$ cat src/hw/rtl/lpg_pkg.sv
// Shared types and constants for the line pixel generator.
// No dependencies; imported by every lpg module.
package lpg_pkg;

  localparam int COORD_BITS = 11;
  localparam int ERR_BITS   = COORD_BITS + 2;
  localparam int WIDTH_BITS = 11;
  localparam int DATA_BITS  = 32;
  localparam int LIN_BITS   = COORD_BITS + WIDTH_BITS + 1;

  localparam logic [DATA_BITS-1:0]  BASE0_RESET = 32'hC020_0000;
  localparam logic [DATA_BITS-1:0]  BASE1_RESET = 32'hC000_0000;
  localparam logic [WIDTH_BITS-1:0] WIDTH_RESET = 11'd480;

  typedef enum logic {
    CMD_START   = 1'b0,
    CMD_ADVANCE = 1'b1
  } cmd_t;

  typedef enum logic [1:0] {
    CFG_BASE0 = 2'd0,
    CFG_BASE1 = 2'd1,
    CFG_WIDTH = 2'd2
  } cfg_index_t;

  typedef struct packed {
    logic [COORD_BITS-1:0] x;
    logic [COORD_BITS-1:0] y;
    logic [DATA_BITS-1:0]  color;
    logic                  layer;
    logic                  last;
  } pixel_t;

  typedef struct packed {
    logic [DATA_BITS-1:0]  base0;
    logic [DATA_BITS-1:0]  base1;
    logic [WIDTH_BITS-1:0] width;
  } cfg_t;

endpackage

$ cat src/hw/rtl/lpg_stepper.sv
// Line state and combinational Bresenham step; registers the pixel beat.
// Depends on lpg_pkg.
module lpg_stepper (
  input  logic                          clk,
  input  logic                          rst_n,
  input  logic                          in_valid,
  output logic                          in_ready,
  input  logic                          in_cmd,
  input  logic [lpg_pkg::COORD_BITS-1:0] in_start_x,
  input  logic [lpg_pkg::COORD_BITS-1:0] in_start_y,
  input  logic [lpg_pkg::COORD_BITS-1:0] in_end_x,
  input  logic [lpg_pkg::COORD_BITS-1:0] in_end_y,
  input  logic [lpg_pkg::DATA_BITS-1:0]  in_color,
  input  logic                          in_layer,
  input  logic                          s1_take,
  output logic                          s1_valid,
  output lpg_pkg::pixel_t               s1_pix
);
  import lpg_pkg::*;

  localparam int W = ERR_BITS + 1;

  logic [COORD_BITS-1:0] cur_x_r, cur_x_nxt, cur_y_r, cur_y_nxt;
  logic [COORD_BITS-1:0] tgt_x_r, tgt_x_nxt, tgt_y_r, tgt_y_nxt;
  logic [COORD_BITS-1:0] span_x_r, span_x_nxt, span_y_r, span_y_nxt;
  logic                  left_r, left_nxt, up_r, up_nxt;
  logic [ERR_BITS-1:0]   err_r, err_nxt;
  logic [DATA_BITS-1:0]  color_r, color_nxt;
  logic                  layer_r, layer_nxt;
  logic                  active_r, active_nxt;
  logic                  s1_valid_r, s1_valid_nxt;
  pixel_t                s1_pix_r, s1_pix_nxt;

  logic                  adv, is_start, fire, at_end, move_x, move_y;
  logic signed [W-1:0]   e2, neg_spy, spx_s, e_sum;

  assign adv      = !s1_valid_r || s1_take;
  assign in_ready = adv;
  assign is_start = (in_cmd == CMD_START);
  assign fire     = in_valid && adv && (is_start || active_r);

  always_comb begin
    e2      = $signed({err_r, 1'b0});
    neg_spy = -$signed(W'(span_y_r));
    spx_s   = $signed(W'(span_x_r));
    move_x  = e2 > neg_spy;
    move_y  = e2 < spx_s;
    e_sum   = $signed({err_r[ERR_BITS-1], err_r})
              + (move_x ? neg_spy : '0)
              + (move_y ? spx_s : '0);

    cur_x_nxt   = cur_x_r;
    cur_y_nxt   = cur_y_r;
    tgt_x_nxt   = tgt_x_r;
    tgt_y_nxt   = tgt_y_r;
    span_x_nxt  = span_x_r;
    span_y_nxt  = span_y_r;
    left_nxt    = left_r;
    up_nxt      = up_r;
    err_nxt     = err_r;
    color_nxt   = color_r;
    layer_nxt   = layer_r;

    if (is_start) begin
      cur_x_nxt  = in_start_x;
      cur_y_nxt  = in_start_y;
      tgt_x_nxt  = in_end_x;
      tgt_y_nxt  = in_end_y;
      left_nxt   = !(in_start_x < in_end_x);
      up_nxt     = !(in_start_y < in_end_y);
      span_x_nxt = left_nxt ? in_start_x - in_end_x : in_end_x - in_start_x;
      span_y_nxt = up_nxt ? in_start_y - in_end_y : in_end_y - in_start_y;
      err_nxt    = ERR_BITS'(span_x_nxt) - ERR_BITS'(span_y_nxt);
      color_nxt  = in_color;
      layer_nxt  = in_layer;
    end else begin
      if (move_x) cur_x_nxt = left_r ? cur_x_r - 1'b1 : cur_x_r + 1'b1;
      if (move_y) cur_y_nxt = up_r ? cur_y_r - 1'b1 : cur_y_r + 1'b1;
      err_nxt = e_sum[ERR_BITS-1:0];
    end

    at_end     = (cur_x_nxt == tgt_x_nxt) && (cur_y_nxt == tgt_y_nxt);
    active_nxt = fire ? !at_end : active_r;

    s1_pix_nxt.x     = cur_x_nxt;
    s1_pix_nxt.y     = cur_y_nxt;
    s1_pix_nxt.color = color_nxt;
    s1_pix_nxt.layer = layer_nxt;
    s1_pix_nxt.last  = at_end;

    s1_valid_nxt = adv ? fire : s1_valid_r;
  end

  always_ff @(posedge clk) begin
    if (!rst_n) begin
      cur_x_r    <= '0;
      cur_y_r    <= '0;
      tgt_x_r    <= '0;
      tgt_y_r    <= '0;
      span_x_r   <= '0;
      span_y_r   <= '0;
      left_r     <= 1'b0;
      up_r       <= 1'b0;
      err_r      <= '0;
      color_r    <= '0;
      layer_r    <= 1'b0;
      active_r   <= 1'b0;
      s1_valid_r <= 1'b0;
    end else begin
      active_r   <= active_nxt;
      s1_valid_r <= s1_valid_nxt;
      if (fire) begin
        cur_x_r  <= cur_x_nxt;
        cur_y_r  <= cur_y_nxt;
        tgt_x_r  <= tgt_x_nxt;
        tgt_y_r  <= tgt_y_nxt;
        span_x_r <= span_x_nxt;
        span_y_r <= span_y_nxt;
        left_r   <= left_nxt;
        up_r     <= up_nxt;
        err_r    <= err_nxt;
        color_r  <= color_nxt;
        layer_r  <= layer_nxt;
      end
    end
  end

  always_ff @(posedge clk) begin
    if (fire) s1_pix_r <= s1_pix_nxt;
  end

  assign s1_valid = s1_valid_r;
  assign s1_pix   = s1_pix_r;

  a_last_ends_line: assert property (@(posedge clk) disable iff (!rst_n)
    fire && at_end |=> !active_r)
    else $error("line still active after its last pixel");

  a_idle_advance_drops: assert property (@(posedge clk) disable iff (!rst_n)
    in_valid && adv && !is_start && !active_r |=> !s1_valid_r)
    else $error("advance with no active line produced a pixel");

  a_hold_on_stall: assert property (@(posedge clk) disable iff (!rst_n)
    s1_valid_r && !s1_take |=> s1_valid_r && $stable(s1_pix_r) && $stable(cur_x_r))
    else $error("pixel stage or line state moved during a stall");

endmodule

$ cat src/hw/rtl/lpg_addr.sv
// Framebuffer address multiply-add and the result register.
// Depends on lpg_pkg.
module lpg_addr (
  input  logic                          clk,
  input  logic                          rst_n,
  input  lpg_pkg::cfg_t                 cfg,
  input  logic                          s1_valid,
  input  lpg_pkg::pixel_t               s1_pix,
  output logic                          s1_take,
  output logic                          out_valid,
  input  logic                          out_ready,
  output logic [lpg_pkg::COORD_BITS-1:0] out_pixel_x,
  output logic [lpg_pkg::COORD_BITS-1:0] out_pixel_y,
  output logic [lpg_pkg::DATA_BITS-1:0]  out_pixel_address,
  output logic [lpg_pkg::DATA_BITS-1:0]  out_pixel_color,
  output logic                          out_last
);
  import lpg_pkg::*;

  logic                                  out_valid_r, out_valid_nxt;
  logic [LIN_BITS-1:0]                   lin;
  logic [DATA_BITS-1:0]                  base, addr_nxt;
  logic [DATA_BITS-1:0]                  addr_r;
  pixel_t                                pix_r;

  assign s1_take = !out_valid_r || out_ready;

  always_comb begin
    lin           = LIN_BITS'(s1_pix.y) * LIN_BITS'(cfg.width) + LIN_BITS'(s1_pix.x);
    base          = s1_pix.layer ? cfg.base1 : cfg.base0;
    addr_nxt      = base + (DATA_BITS'(lin) << 2);
    out_valid_nxt = s1_take ? s1_valid : out_valid_r;
  end

  always_ff @(posedge clk) begin
    if (!rst_n) out_valid_r <= 1'b0;
    else        out_valid_r <= out_valid_nxt;
  end

  always_ff @(posedge clk) begin
    if (s1_take && s1_valid) begin
      pix_r  <= s1_pix;
      addr_r <= addr_nxt;
    end
  end

  assign out_valid         = out_valid_r;
  assign out_pixel_x       = pix_r.x;
  assign out_pixel_y       = pix_r.y;
  assign out_pixel_address = addr_r;
  assign out_pixel_color   = pix_r.color;
  assign out_last          = pix_r.last;

endmodule

$ cat src/hw/rtl/line_pixel_generator.sv
// Top level of the Bresenham line rasterizer with framebuffer addressing.
// Depends on lpg_pkg, lpg_stepper and lpg_addr.
//
//   channel  direction  handshake            payload
//   in       sink       in_valid/in_ready    cmd, start/end x/y, color, layer
//   out      source     out_valid/out_ready  pixel x/y, address, color, last
//   cfg      sink       cfg_valid/cfg_ready  cfg_index, cfg_data (always ready)
//
// One beat a cycle while out does not stall: the stepper takes one error-term
// step per cycle, and the address multiply-add sits in the next stage, so a
// pixel passes the stepper's pixel register and then the result register.
// Reset (rst_n low, synchronous) drops any active line, empties both stages
// and loads the register defaults.
// A stall on out holds the result register; in_ready drops only when both
// stages are full.
module line_pixel_generator (
  input  logic                          clk,
  input  logic                          rst_n,
  input  logic                          in_valid,
  output logic                          in_ready,
  input  logic                          in_cmd,
  input  logic [lpg_pkg::COORD_BITS-1:0] in_start_x,
  input  logic [lpg_pkg::COORD_BITS-1:0] in_start_y,
  input  logic [lpg_pkg::COORD_BITS-1:0] in_end_x,
  input  logic [lpg_pkg::COORD_BITS-1:0] in_end_y,
  input  logic [lpg_pkg::DATA_BITS-1:0]  in_color,
  input  logic                          in_layer,
  output logic                          out_valid,
  input  logic                          out_ready,
  output logic [lpg_pkg::COORD_BITS-1:0] out_pixel_x,
  output logic [lpg_pkg::COORD_BITS-1:0] out_pixel_y,
  output logic [lpg_pkg::DATA_BITS-1:0]  out_pixel_address,
  output logic [lpg_pkg::DATA_BITS-1:0]  out_pixel_color,
  output logic                          out_last,
  input  logic                          cfg_valid,
  output logic                          cfg_ready,
  input  logic [1:0]                    cfg_index,
  input  logic [lpg_pkg::DATA_BITS-1:0]  cfg_data
);
  import lpg_pkg::*;

  cfg_t   cfg_r, cfg_nxt;
  logic   s1_valid, s1_take;
  pixel_t s1_pix;

  // Writes must land only while idle (the user's duty; the block does not enforce it), so no shadowing is needed.
  assign cfg_ready = 1'b1;

  always_comb begin
    cfg_nxt = cfg_r;
    if (cfg_valid) begin
      case (cfg_index)
        CFG_BASE0: cfg_nxt.base0 = cfg_data;
        CFG_BASE1: cfg_nxt.base1 = cfg_data;
        CFG_WIDTH: cfg_nxt.width = cfg_data[WIDTH_BITS-1:0];
        default:   cfg_nxt = cfg_r;  // drop writes past the register list
      endcase
    end
  end

  always_ff @(posedge clk) begin
    if (!rst_n) begin
      cfg_r.base0 <= BASE0_RESET;
      cfg_r.base1 <= BASE1_RESET;
      cfg_r.width <= WIDTH_RESET;
    end else begin
      cfg_r <= cfg_nxt;
    end
  end

  // Stage one: line state and step, registered pixel beat.
  lpg_stepper u_stepper (
    .clk        (clk),
    .rst_n      (rst_n),
    .in_valid   (in_valid),
    .in_ready   (in_ready),
    .in_cmd     (in_cmd),
    .in_start_x (in_start_x),
    .in_start_y (in_start_y),
    .in_end_x   (in_end_x),
    .in_end_y   (in_end_y),
    .in_color   (in_color),
    .in_layer   (in_layer),
    .s1_take    (s1_take),
    .s1_valid   (s1_valid),
    .s1_pix     (s1_pix)
  );

  // Stage two: address and the result register.
  lpg_addr u_addr (
    .clk               (clk),
    .rst_n             (rst_n),
    .cfg               (cfg_r),
    .s1_valid          (s1_valid),
    .s1_pix            (s1_pix),
    .s1_take           (s1_take),
    .out_valid         (out_valid),
    .out_ready         (out_ready),
    .out_pixel_x       (out_pixel_x),
    .out_pixel_y       (out_pixel_y),
    .out_pixel_address (out_pixel_address),
    .out_pixel_color   (out_pixel_color),
    .out_last          (out_last)
  );

endmodule

$ cat config.mk
export PLATFORM = sky130hd
export DESIGN_NAME = line_pixel_generator
export DESIGN_NICKNAME = d
export VERILOG_FILES = /design/src/hw/rtl/lpg_pkg.sv /design/src/hw/rtl/lpg_stepper.sv /design/src/hw/rtl/lpg_addr.sv /design/src/hw/rtl/line_pixel_generator.sv
export SDC_FILE = /design/constraint.sdc
export NUM_CORES = 1
export LEC_CHECK = 0
export ABC_AREA = 1
export CAP_MARGIN = 10
export CORE_UTILIZATION = 40
export DETAILED_ROUTE_END_ITERATION = 16
export DONT_BUFFER_PORTS = 1
export GPL_ROUTABILITY_DRIVEN = 1
export MAX_ROUTING_LAYER = met4
export SLEW_MARGIN = 20
export SYNTH_ARGS = -nofsm -noshare
export SYNTH_HDL_FRONTEND = slang
export SYNTH_SLANG_ARGS = --single-unit
export TNS_END_PERCENT = 50
$ cat constraint.sdc
create_clock -name clk -period 7.25 [get_ports clk]
set_input_delay 1.0875 -clock clk [delete_from_list [all_inputs] [get_ports clk]]
set_output_delay 1.0875 -clock clk [all_outputs]
set_load 0.02 [all_outputs]
==> summary.md, run 1 <==
| Metric | Value |
|---|---|
| Die ar. | `59,800 µm²` |
| Worst skew pair latency | `roughly 0.57 ns` |
| IO buf count | `0` |
| Clock Skew | `roughly 0.023 ns` |
| Worst slew pin tran | `0.968 ns` |
| Register-to-Register Path Depth | `31` |
| Reg area | `approximately 8000 µm²` |
| Post-synthesis compound-gate area fraction | `roughly 14%` |
| Layout cells sized above 1 | `between 4 and 5%` |
| Setup WS post-layout | `0.482 ns` |
| Setup crit start kind | `register` |
| Slowest-stage cell, CP | `fa_1` |
| Commonest non-fill, non-tap cells in the layout | `nand2_1 (589), inv_1 (567), o21ai_0 (299), a21oi_1 (277), ha_1 (192)` |
| Largest family of logic cells by synthesized area | `adder cells` |
| H-tree Lvls | `2` |
| CTS root buf | `clkbuf_16` |
| Pwr per Cell Area | `between 300 and 400 nW/µm²` |
| Leading area contributor after synthesis | `edfxtp_1` |
| Flops & latches, synth | `around 340` |
| Drt wl/cell | `17.4 µm` |
| Initial DRC count | `around 1,300` |
| Initial antenna violation count | `0` |
| Synth unique cells | `49` |
| Tcrit/Tclk final | `93.3%` |
| Synth Area in XOR/XNOR | `3.39%` |
| DR vias/cell | `5.08` |
| Routed vias | `19,200` |
| Setup TNS | `0 ns` |
| Synth Instances | `3,028` |
| Residual DRC | `0` |
| IO Pins | `207` |
| Clock buffer count from CTS | `40` |
| Crit-path max FO | `5` |
| Clock buffer depth | `3` |
| Initial Utilization | `40.6%` |
| Max-cap violations | `0` |
| Syn nets | `3,449` |
| Avg Cell Area, Syn | `7.77 µm²` |
| Inst Count DP | `3,709` |
| CP max stage delay | `0.53 ns` |
| Syn Std Cell Area | `23,500 µm²` |
| Synthesis Warnings | `0` |
| Die H | `roughly 240 µm` |
| Final core utilization | `44.4%` |
| Seq/Total Area, Yosys | `34.6%` |
| Final #Nets | `3,412` |
| Multi-input gate area | `12,800 µm²` |
| Max-slew violations | `0` |
| Final setup fails | `0` |
| Critical Path RT | `around 7.6 ns` |
| Max Clk Rate | `approximately 150 MHz` |
| FILL cells | `5,803` |
| Pre-antenna DRT Iters | `5` |
| Final Non-Filler Cells | `roughly 3,800` |
| Die W | `245 µm` |
| EDFF count, synth | `143` |
| Area Overhead vs Synth | `9.20%` |
| Mux contribution to synthesized area | `0%` |
| Final Hold Viols | `0` |
| First-pass GRT wire length | `103,000 µm` |
| Clock period minus worst slack | `6.77 ns` |
| Post-route ant nets | `0` |
| Pleak | `12.5 nW` |
| Final Total Pwr | `0.00972 W` |
| Total GRT Usage | `between 20% and 30%` |
| Critical path arrival | `7.08 ns` |
| Post-Synth Adder-Cell Area | `19.7%` |
| Worst-path clk slew | `0.06 ns` |
| CTS Sinks | `335` |
| CTS tree | `built` |
| Row cnt | `between 80 and 90` |
| Simple-Gate Fraction of Synth Area | `approximately 17%` |
| Hold_buf cts | `0` |
| Cell mode on critical path | `nand2_1` |
| Vias in the first global route | `18,500` |
| Status | `finished clean` |
| Kind of critical path | `register to register` |
| Unrepaired setup endpoints after global routing | `no` |
| Top cells by area, synth | `edfxtp_1 (18%), dfxtp_1 (16%), ha_1 (10%)` |
| Worst hold path class | `register to register` |
| Slew margin rel. | `35.5%` |
| Largest net degree at the start of global routing | `between 150 and 200` |
| Share of the synthesized area in the top cell type | `a little under a fifth` |
| Worst setup EP type | `register` |
| Main synth FF type | `dfxtp_1` |
| Setup slack at placement | `0.428 ns` |
| Post-DP HPWL | `between 50,000 and 60,000 µm` |
| Synth async-reset ratio | `0%` |
| Most common cell after layout, fill and taps aside | `nand2_1` |
| Peak supply drop | `511 µV` |
| DRT Wirelength | `~66,000 µm` |
| Hold depth | `0` |
| Total gr overflow | `0` |
| Core Region | `just under 60,000 µm²` |
| GP Congestion | `0.957` |
==> sequential cells by signal (all words and copies together), names as in the netlist <==
register	count
u_stepper.up_r	1
u_stepper.s1_valid	1
u_addr.out_pixel_y	11
u_stepper.layer_r	1
u_stepper.cur_x_r	11
u_addr.out_pixel_address	32
u_stepper.tgt_x_r	11
u_stepper.color_r	32
u_addr.out_pixel_x	11
u_stepper.tgt_y_r	11
u_addr.out_pixel_color	32
u_addr.out_last	1
u_stepper.left_r	1
u_stepper.cur_y_r	11
u_stepper.active_r	1
u_stepper.span_x_r	11
u_addr.out_valid	1
u_stepper.err_r	13
u_stepper.span_y_r	11
u_stepper.s1_pix	56
cfg_r	75
==> worst max-delay path: cells and delay by family (launching register included) <==
family                     cells  cell delay (ns)
and+or+nand+nor               13             1.45
adders and majority gates      7             3.25
DFF                            1             0.37
xor gates and xnor gates       2             0.23
AOI/OAI and AO/OA              4             0.86
buffers and inverters          5             0.37
==> timing repair <==
| item | in CTS | in global routing |
|---|---|---|
| gates resized for setup | 0 | 1 |
| setup endpoints to repair | 0 | 5 |
| setup buffers | 0 | 5 |
==> synth_stat cells (57+ instances only) <==
cell,n
inv_1,568
edfxtp_1,143
ha_1,192
a21oi_1,278
clkbuf_1,100
fa_1,112
nand2_1,589
nand3_1,119
o21ai_0,299
nor2_1,184
xor2_1,57
dfxtp_1,192
==> path summary, 6_finish.rpt <==
kind                             startpoint                                endpoint  slack, ns
max reg2reg  u_stepper.s1_pix[36]$_DFFE_PP_  u_addr.out_pixel_address[31]$_DFFE_PP_       0.48
min          u_stepper.s1_pix[27]$_DFFE_PP_    u_addr.out_pixel_color[25]$_DFFE_PP_       0.41
min reg2reg  u_stepper.s1_pix[27]$_DFFE_PP_    u_addr.out_pixel_color[25]$_DFFE_PP_       0.41
max          u_stepper.s1_pix[36]$_DFFE_PP_  u_addr.out_pixel_address[31]$_DFFE_PP_       0.48
==> per-stage QoR <==
stage / hold WS, ns / cell area, µm²
floorplan: 0.400 / 23500
global placement: 0.401 / 24300
detailed placement: 0.405 / 24300
CTS: 0.409 / 25700
global route: 0.421 / 25700
finish: 0.407 / 25700
==> final cells by class <==
type                            instances  share of cell area [%]
Multi-Input combinational cell       2002                    49.8
Sequential cell                       335                    31.7
Inverter                              573                    8.37
Clock buffer                           55                    4.51
Tap cell                              765                    3.72
Timing Repair Buffer                   39                    1.14
Clock inverter                         19                   0.784
Antenna cell                            1                 0.00974
==> kinds of logic after synthesis <==
logic type | after synthesis
simple gates | 962
other cells | 1
flops | 335
fa+ha+maj | 304
compound gates | 644
xor+xnor | 91
buf+inv | 691
==> power breakdown <==
part | switching (W) | leakage [nW] | internal [W]
combinational | 0.00319 | 8.91 | 0.00193
sequential | 0.000185 | 2.92 | 0.00235
clock | 0.000856 | 0.661 | 0.00120
total | 0.00423 | 12.5 | 0.00549
==> metal layers <==
metal | GRT usage [%] | vias up | wire (µm)
met3 | 2.93 | 78 | 2910
met1 | 27.9 | 9125 | 28700
met4 | 5.39 | 0 | 1330
li1 | - | 9612 | -
met5 | - | - | 0
met2 | 38.7 | 422 | 33000
(Power assumes the default switching activity.)
==> run 2, diff against run 1 <==
Settings changed: PLACE_DENSITY set to 0.52.
==> summary.md, run 2 (synthesized netlist as in run 1, its figures left out) <==
| Metric | Value |
|---|---|
| Status | `finished clean` |
| Setup TNS | `0 ns` |
| Max-slew violations | `0` |
| H-tree Lvls | `2` |
| Total GRT Usage | `23.3%` |
| Antenna fix cells | `0` |
| Max-cap violations | `0` |
| Clock Skew | `0.0162 ns` |
| Worst setup EP type | `register` |
| Vias in the first global route | `between 15,000 and 20,000` |
| Total gr overflow | `0` |
| Die ar. | `59,800 µm²` |
| First-pass GRT wire length | `between 100,000 and 150,000 µm` |
| Clock buffer depth | `3` |
| Initial antenna violation count | `0` |
| Tcrit/Tclk final | `92.7%` |
| Initial Utilization | `40.6%` |
| Pre-antenna DRT Iters | `6` |
| WHS | `0.416 ns` |
| Pleak | `12.5 nW` |
| Most common cell after layout, fill and taps aside | `nand2_1` |
| Largest net degree at the start of global routing | `182` |
| Pwr per Cell Area | `approximately 380 nW/µm²` |
| Final #Nets | `approximately 3,400` |
| Residual DRC | `0` |
| Die W | `245 µm` |
| Peak supply drop | `between 400 and 500 µV` |
| Layout cells sized above 1 | `4.69%` |
| Max Clk Rate | `149 MHz` |
| Area Overhead vs Synth | `9.51%` |
| Critical Path RT | `about 7.6 ns` |
| Initial DRC count | `1,074` |
| Core Region | `57,900 µm²` |
| Critical path arrival | `about 7 ns` |
| Final setup fails | `0` |
| Routed vias | `19,200` |
| Post-DP HPWL | `51,300 µm` |
| Worst-path clk slew | `about 0.060 ns` |
| Post-route ant nets | `0` |
| Cell mode on critical path | `nand2_1` |
| CTS root buf | `clkbuf_16` |
| CP max stage delay | `0.56 ns` |
| Final Hold Viols | `0` |
| Die H | `245 µm` |
| Worst slew pin tran | `roughly 1.0 ns` |
| DR vias/cell | `between 5 and 6` |
| Slew margin rel. | `32.7%` |
| Clock period minus worst slack | `about 6.7 ns` |
| Kind of critical path | `register to register` |
| IO Pins | `207` |
| Most flops, register | `cfg_r` |
| CTS tree | `built` |
| Worst skew pair latency | `0.57 ns` |
| Clock buffer count from CTS | `42` |
| Crit-path max FO | `5` |
| CTS Sinks | `335` |
| Worst hold path class | `register to register` |
| IO buf count | `0` |
| Setup crit start kind | `register` |
| Hold_buf cts | `0` |
| Crit path max-delay family | `adder cells` |
| GP Congestion | `about 0.91` |
| Drt wl/cell | `17.8 µm` |
| Row cnt | `88` |
| DRT Wirelength | `about 67,000 µm` |
| Slowest-stage cell, CP | `fa_1` |
| Buffer and inverter count on the worst path | `4` |
| Commonest non-fill, non-tap cells in the layout | `nand2_1 (589), inv_1 (567), o21ai_0 (298), a21oi_1 (276)` |
| Max FFs per register | `75` |
==> run 2: power by group <==
| group | switching, W | total, W | internal, W |
|---|---|---|---|
| clock network | 0.000869 | 0.00219 | 0.00132 |
| registers | 0.000188 | 0.00254 | 0.00235 |
| logic | 0.00318 | 0.00510 | 0.00192 |
==> run 2: what timing repair did <==
item / 4_1_cts / 5_1_grt
gates resized for setup: 0 / 4
endpoints found under the setup margin: 0 / 7
buffers inserted: 0 / 5
==> run 2: routing by layer <==
| metal | track usage [%] | wire, µm | vias to the layer above |
|---|---|---|---|
| met1 | 28.4 | 29500 | 9128 |
| met4 | 7.10 | 1910 | 0 |
| li1 | - | - | 9616 |
| met3 | 2.91 | 2680 | 87 |
| met5 | - | 0 | - |
| met2 | 40.0 | 33300 | 399 |
==> run 2: path summary, 6_finish.rpt <==
check | startpoint | to | slack (ns) | cells past startpoint
min reg2reg | u_stepper.s1_pix[30]$_DFFE_PP_ | u_addr.out_pixel_color[28]$_DFFE_PP_ | 0.42 | 0
min | u_stepper.s1_pix[30]$_DFFE_PP_ | u_addr.out_pixel_color[28]$_DFFE_PP_ | 0.42 | 0
max | u_stepper.s1_pix[35]$_DFFE_PP_ | u_addr.out_pixel_address[28]$_DFFE_PP_ | 0.53 | 29
max reg2reg | u_stepper.s1_pix[35]$_DFFE_PP_ | u_addr.out_pixel_address[28]$_DFFE_PP_ | 0.53 | 29
==> run 2: worst reg2reg max path: cells and delay by family, from the launching register on <==
family                     cells  cell delay [ns]
adders and majority gates      7             3.34
AOI/OAI and AO/OA              7             1.20
and+or+nand+nor                9             0.92
DFF                            1             0.46
xor gates and xnor gates       2             0.32
buffers and inverters          4             0.23
==> run 2: final cells by class <==
type,count,area (µm²)
inverter,573,2150
fill,5806,32100
timing repair buffer,38,285
clock inverter,30,363
multi-input combinational,2002,12800
sequential,335,8140
clock buffer,47,1070
tap,765,957
==> run 2: per-stage QoR <==
step / std cells / instance area (µm²) / power, W / worst slack, ns / utilization [%]
2_1_floorplan: 3028 / 23500 / 0.00644 / 0.823 / -
3_3_place_gp: 3708 / 24300 / 0.00759 / 0.396 / 41.9
3_5_place_dp: 3708 / 24300 / 0.00763 / 0.334 / 41.9
4_1_cts: 3785 / 25700 / 0.00988 / 0.315 / 44.4
5_1_grt: 3790 / 25800 / 0.0107 / -0.00277 / 44.5
6_report: 3790 / 25800 / 0.00983 / 0.529 / 44.5
==> run 3, diff against run 2 <==
Settings changed: ABC_AREA 1 to unset.
==> summary.md, run 3 <==
| Metric | Value |
|---|---|
| Status | `finished clean` |
| Layout cells sized above 1 | `9.78%` |
| Hold depth | `0` |
| Most common cell in the netlist | `nand2_1` |
| Largest family of logic cells by synthesized area | `adder cells` |
| Residual DRC | `0` |
| Routed vias | `17,600` |
| DR vias/cell | `5.29` |
| Synthesis Warnings | `0` |
| Die W | `243 µm` |
| Clock Skew | `between 0.02 and 0.025 ns` |
| Post-synthesis compound-gate area fraction | `13.3%` |
| Syn Std Cell Area | `between 20,000 and 25,000 µm²` |
| R2R Path Start | `u_stepper.s1_pix[36]$_DFFE_PP_` |
| Total GRT Usage | `22.7%` |
| Initial antenna violation count | `0` |
| Avg Cell Area, Syn | `between 9 and 10 µm²` |
| IO Pins | `~210` |
| Die H | `243 µm` |
| Initial DRC count | `932` |
| Peak supply drop | `approximately 270 µV` |
| Seq/Total Area, Yosys | `35.1%` |
| Flops & latches, synth | `335` |
| Core Region | `56,800 µm²` |
| Post-route ant nets | `0` |
| Worst setup EP type | `register` |
| Final Hold Viols | `0` |
| R2R setup slack | `0.34 ns` |
| Main synth FF type | `dfxtp_1` |
| Synth Area in XOR/XNOR | `5.13%` |
| Total gr overflow | `0` |
| Share of the synthesized area in the top cell type | `18.5%` |
| Row cnt | `87` |
| GP Congestion | `0.919` |
| Leading area contributor after synthesis | `edfxtp_1` |
| EDFF count, synth | `143` |
| Worst R2R End | `u_addr.out_pixel_address[27]$_DFFE_PP_` |
| Drt wl/cell | `19.7 µm` |
| Antenna fix cells | `0` |
| Simple-Gate Fraction of Synth Area | `15.4%` |
| Worst hold path class | `register to register` |
| Pwr per Cell Area | `337 nW/µm²` |
| Cell mode on critical path | `fa_1` |
| Vias in the first global route | `17,500` |
| Mux contribution to synthesized area | `4.82%` |
| Worst slew pin tran | `1.04 ns` |
| Slew margin rel. | `30.7%` |
| Clock buffer count from CTS | `41` |
| Worst-path clk slew | `0.06 ns` |
| IO buf count | `0` |
| Most flops, register | `cfg_r` |
| Pleak | `around 11 nW` |
| Final Non-Filler Cells | `~3,300` |
| Inst Count DP | `about 3,200` |
| Clock buffer depth | `3` |
| Max-cap violations | `0` |
| Clock period minus worst slack | `6.91 ns` |
| Post-Synth Adder-Cell Area | `20.0%` |
| Area Overhead vs Synth | `10.7%` |
| Critical Path RT | `7.55 ns` |
| WHS | `0.417 ns` |
| Kind of critical path | `register to register` |
| Commonest non-fill, non-tap cells in the layout | `nand2_1 (461), inv_1 (259), a21oi_1 (227), dfxtp_1 (192), ha_1 (187)` |
| Die ar. | `59,000 µm²` |
| CTS root buf | `clkbuf_16` |
| Post-DP HPWL | `48,800 µm` |
| Worst Hold Endpoint | `u_addr.out_pixel_color[24]$_DFFE_PP_` |
| Max FFs per register | `75` |
| Crit-path max FO | `7` |
| CP max stage delay | `0.55 ns` |
| Largest net degree at the start of global routing | `123` |
| Final #Nets | `roughly 3,000` |
| Register-to-Register Path Depth | `28` |
| Tcrit/Tclk final | `95.3%` |
| Max-slew violations | `0` |
| CTS Sinks | `335` |
| H-tree Lvls | `2` |
| DRT Wirelength | `about 66,000 µm` |
| Slowest-stage cell, CP | `fa_1` |
| Pre-antenna DRT Iters | `5` |
| Initial Utilization | `roughly two fifths` |
| Top cells by area, synth | `edfxtp_1 (19%), dfxtp_1 (17%), ha_1 (10%)` |
| Synth unique cells | `between 80 and 90` |
| Final setup fails | `0` |
| Post-synth top cells | `nand2_1 (462), inv_1 (260), a21oi_1 (232)` |
| Max Clk Rate | `145 MHz` |
| Synth Instances | `2,555` |
| Synth async-reset ratio | `0%` |
| Final Total Pwr | `around 0.0087 W` |
| Buffer and inverter count on the worst path | `5` |
| Syn nets | `2,976` |
| Crit path max-delay family | `adder cells` |
| Setup crit start kind | `register` |
| Most common cell after layout, fill and taps aside | `nand2_1` |
| First-pass GRT wire length | `approximately 100,000 µm` |
| CTS tree | `built` |
| Worst skew pair latency | `0.58 ns` |
| Start point of the worst hold path | `u_stepper.s1_pix[26]$_DFFE_PP_` |
| Critical path arrival | `7.21 ns` |
-- run 3: cell count changes after synthesis, sizes merged, moves of 23 or more --
cell	before	now
and2	2	59
inv	571	260
mux2	0	64
a21oi	279	233
a21o	7	36
nor2	187	99
o21ai	311	75
xnor2	34	84
mux2i	0	39
nand2	601	462
nand3	125	42
a211oi	6	29
-- run 3: layout make-up --
class | count | area [µm²]
inverters | 261 | 987
multi-input cells | 1840 | 13800
clock buffers | 55 | 1140
repair buffers | 66 | 499
clock inverters | 20 | 229
fillers | 5538 | 31100
flip-flops and latches | 335 | 8140
well taps | 756 | 946
-- run 3: cell families (layout without fill, tap and decap cells) --
| group | after synthesis | count (layout) |
|---|---|---|
| other | 1 | 1 |
| DFF | 335 | 335 |
| xor gates and xnor gates | 136 | 136 |
| buffers and inverters | 380 | 402 |
| adders and majority gates | 304 | 304 |
| AOI/OAI and AO/OA | 495 | 495 |
| and+or+nand+nor | 801 | 801 |
| muxes | 103 | 103 |
-- run 3: worst reg2reg max path, delay by kind of cell (launching register included) --
kind	cells	cell delay, ns
muxes	1	0.09
adders and majority gates	7	3.14
and+or+nand+nor	5	0.89
buffers and inverters	5	0.50
DFF	1	0.50
AOI/OAI and AO/OA	8	1.28
xor gates and xnor gates	2	0.23
-- run 3: per-layer routing --
| metal | vias to the layer above | routed length (µm) | part of all wire, % | track usage [%] |
|---|---|---|---|---|
| met5 | - | 0 | 0 | - |
| met4 | 0 | 2060 | 3.1 | 7.60 |
| met3 | 101 | 2460 | 3.7 | 2.54 |
| met2 | 354 | 32300 | 49 | 38.2 |
| met1 | 8610 | 28800 | 44 | 28.3 |
| li1 | 8574 | - | - | - |
-- run 3: power breakdown --
part           total (W)  switching, W  internal [W]  leakage (nW)
registers        0.00238      0.000166       0.00221          2.90
logic            0.00419       0.00236       0.00183          7.41
clock network    0.00211      0.000853       0.00125         0.664
total            0.00867       0.00338       0.00529          11.0
-- run 3: what timing repair did --
action                                  CTS  global route
hold buffers                              0             0
resized for setup                         1            20
pin swaps                                 0             7
setup buffers                             0            11
endpoints found under the setup margin    3             8
-- run 3: how the worst max path moves through the flow --
stage	cells after the start	start	endpoint
after floorplan	27	u_stepper.s1_pix[34]$_DFFE_PP_	u_addr.out_pixel_address[27]$_DFFE_PP_
after global placement	29	u_stepper.s1_pix[37]$_DFFE_PP_	u_addr.out_pixel_address[27]$_DFFE_PP_
after detailed placement	29	u_stepper.s1_pix[36]$_DFFE_PP_	u_addr.out_pixel_address[27]$_DFFE_PP_
after CTS	29	u_stepper.s1_pix[36]$_DFFE_PP_	u_addr.out_pixel_address[27]$_DFFE_PP_
after global routing	30	u_stepper.s1_pix[36]$_DFFE_PP_	u_addr.out_pixel_address[27]$_DFFE_PP_
final	28	u_stepper.s1_pix[36]$_DFFE_PP_	u_addr.out_pixel_address[27]$_DFFE_PP_
-- run 3: per-stage QoR --
step	TNS, ns	setup slack (ns)	instance area, µm²	utilization, %
CTS	0	0.0677	25500	44.9
global placement	0	0.0533	24100	42.5
global route	-0.0529	-0.0298	25700	45.2
finish	0	0.344	25700	45.2
detailed placement	-0.132	-0.0770	24100	42.5
floorplan	0	0.522	23200	-
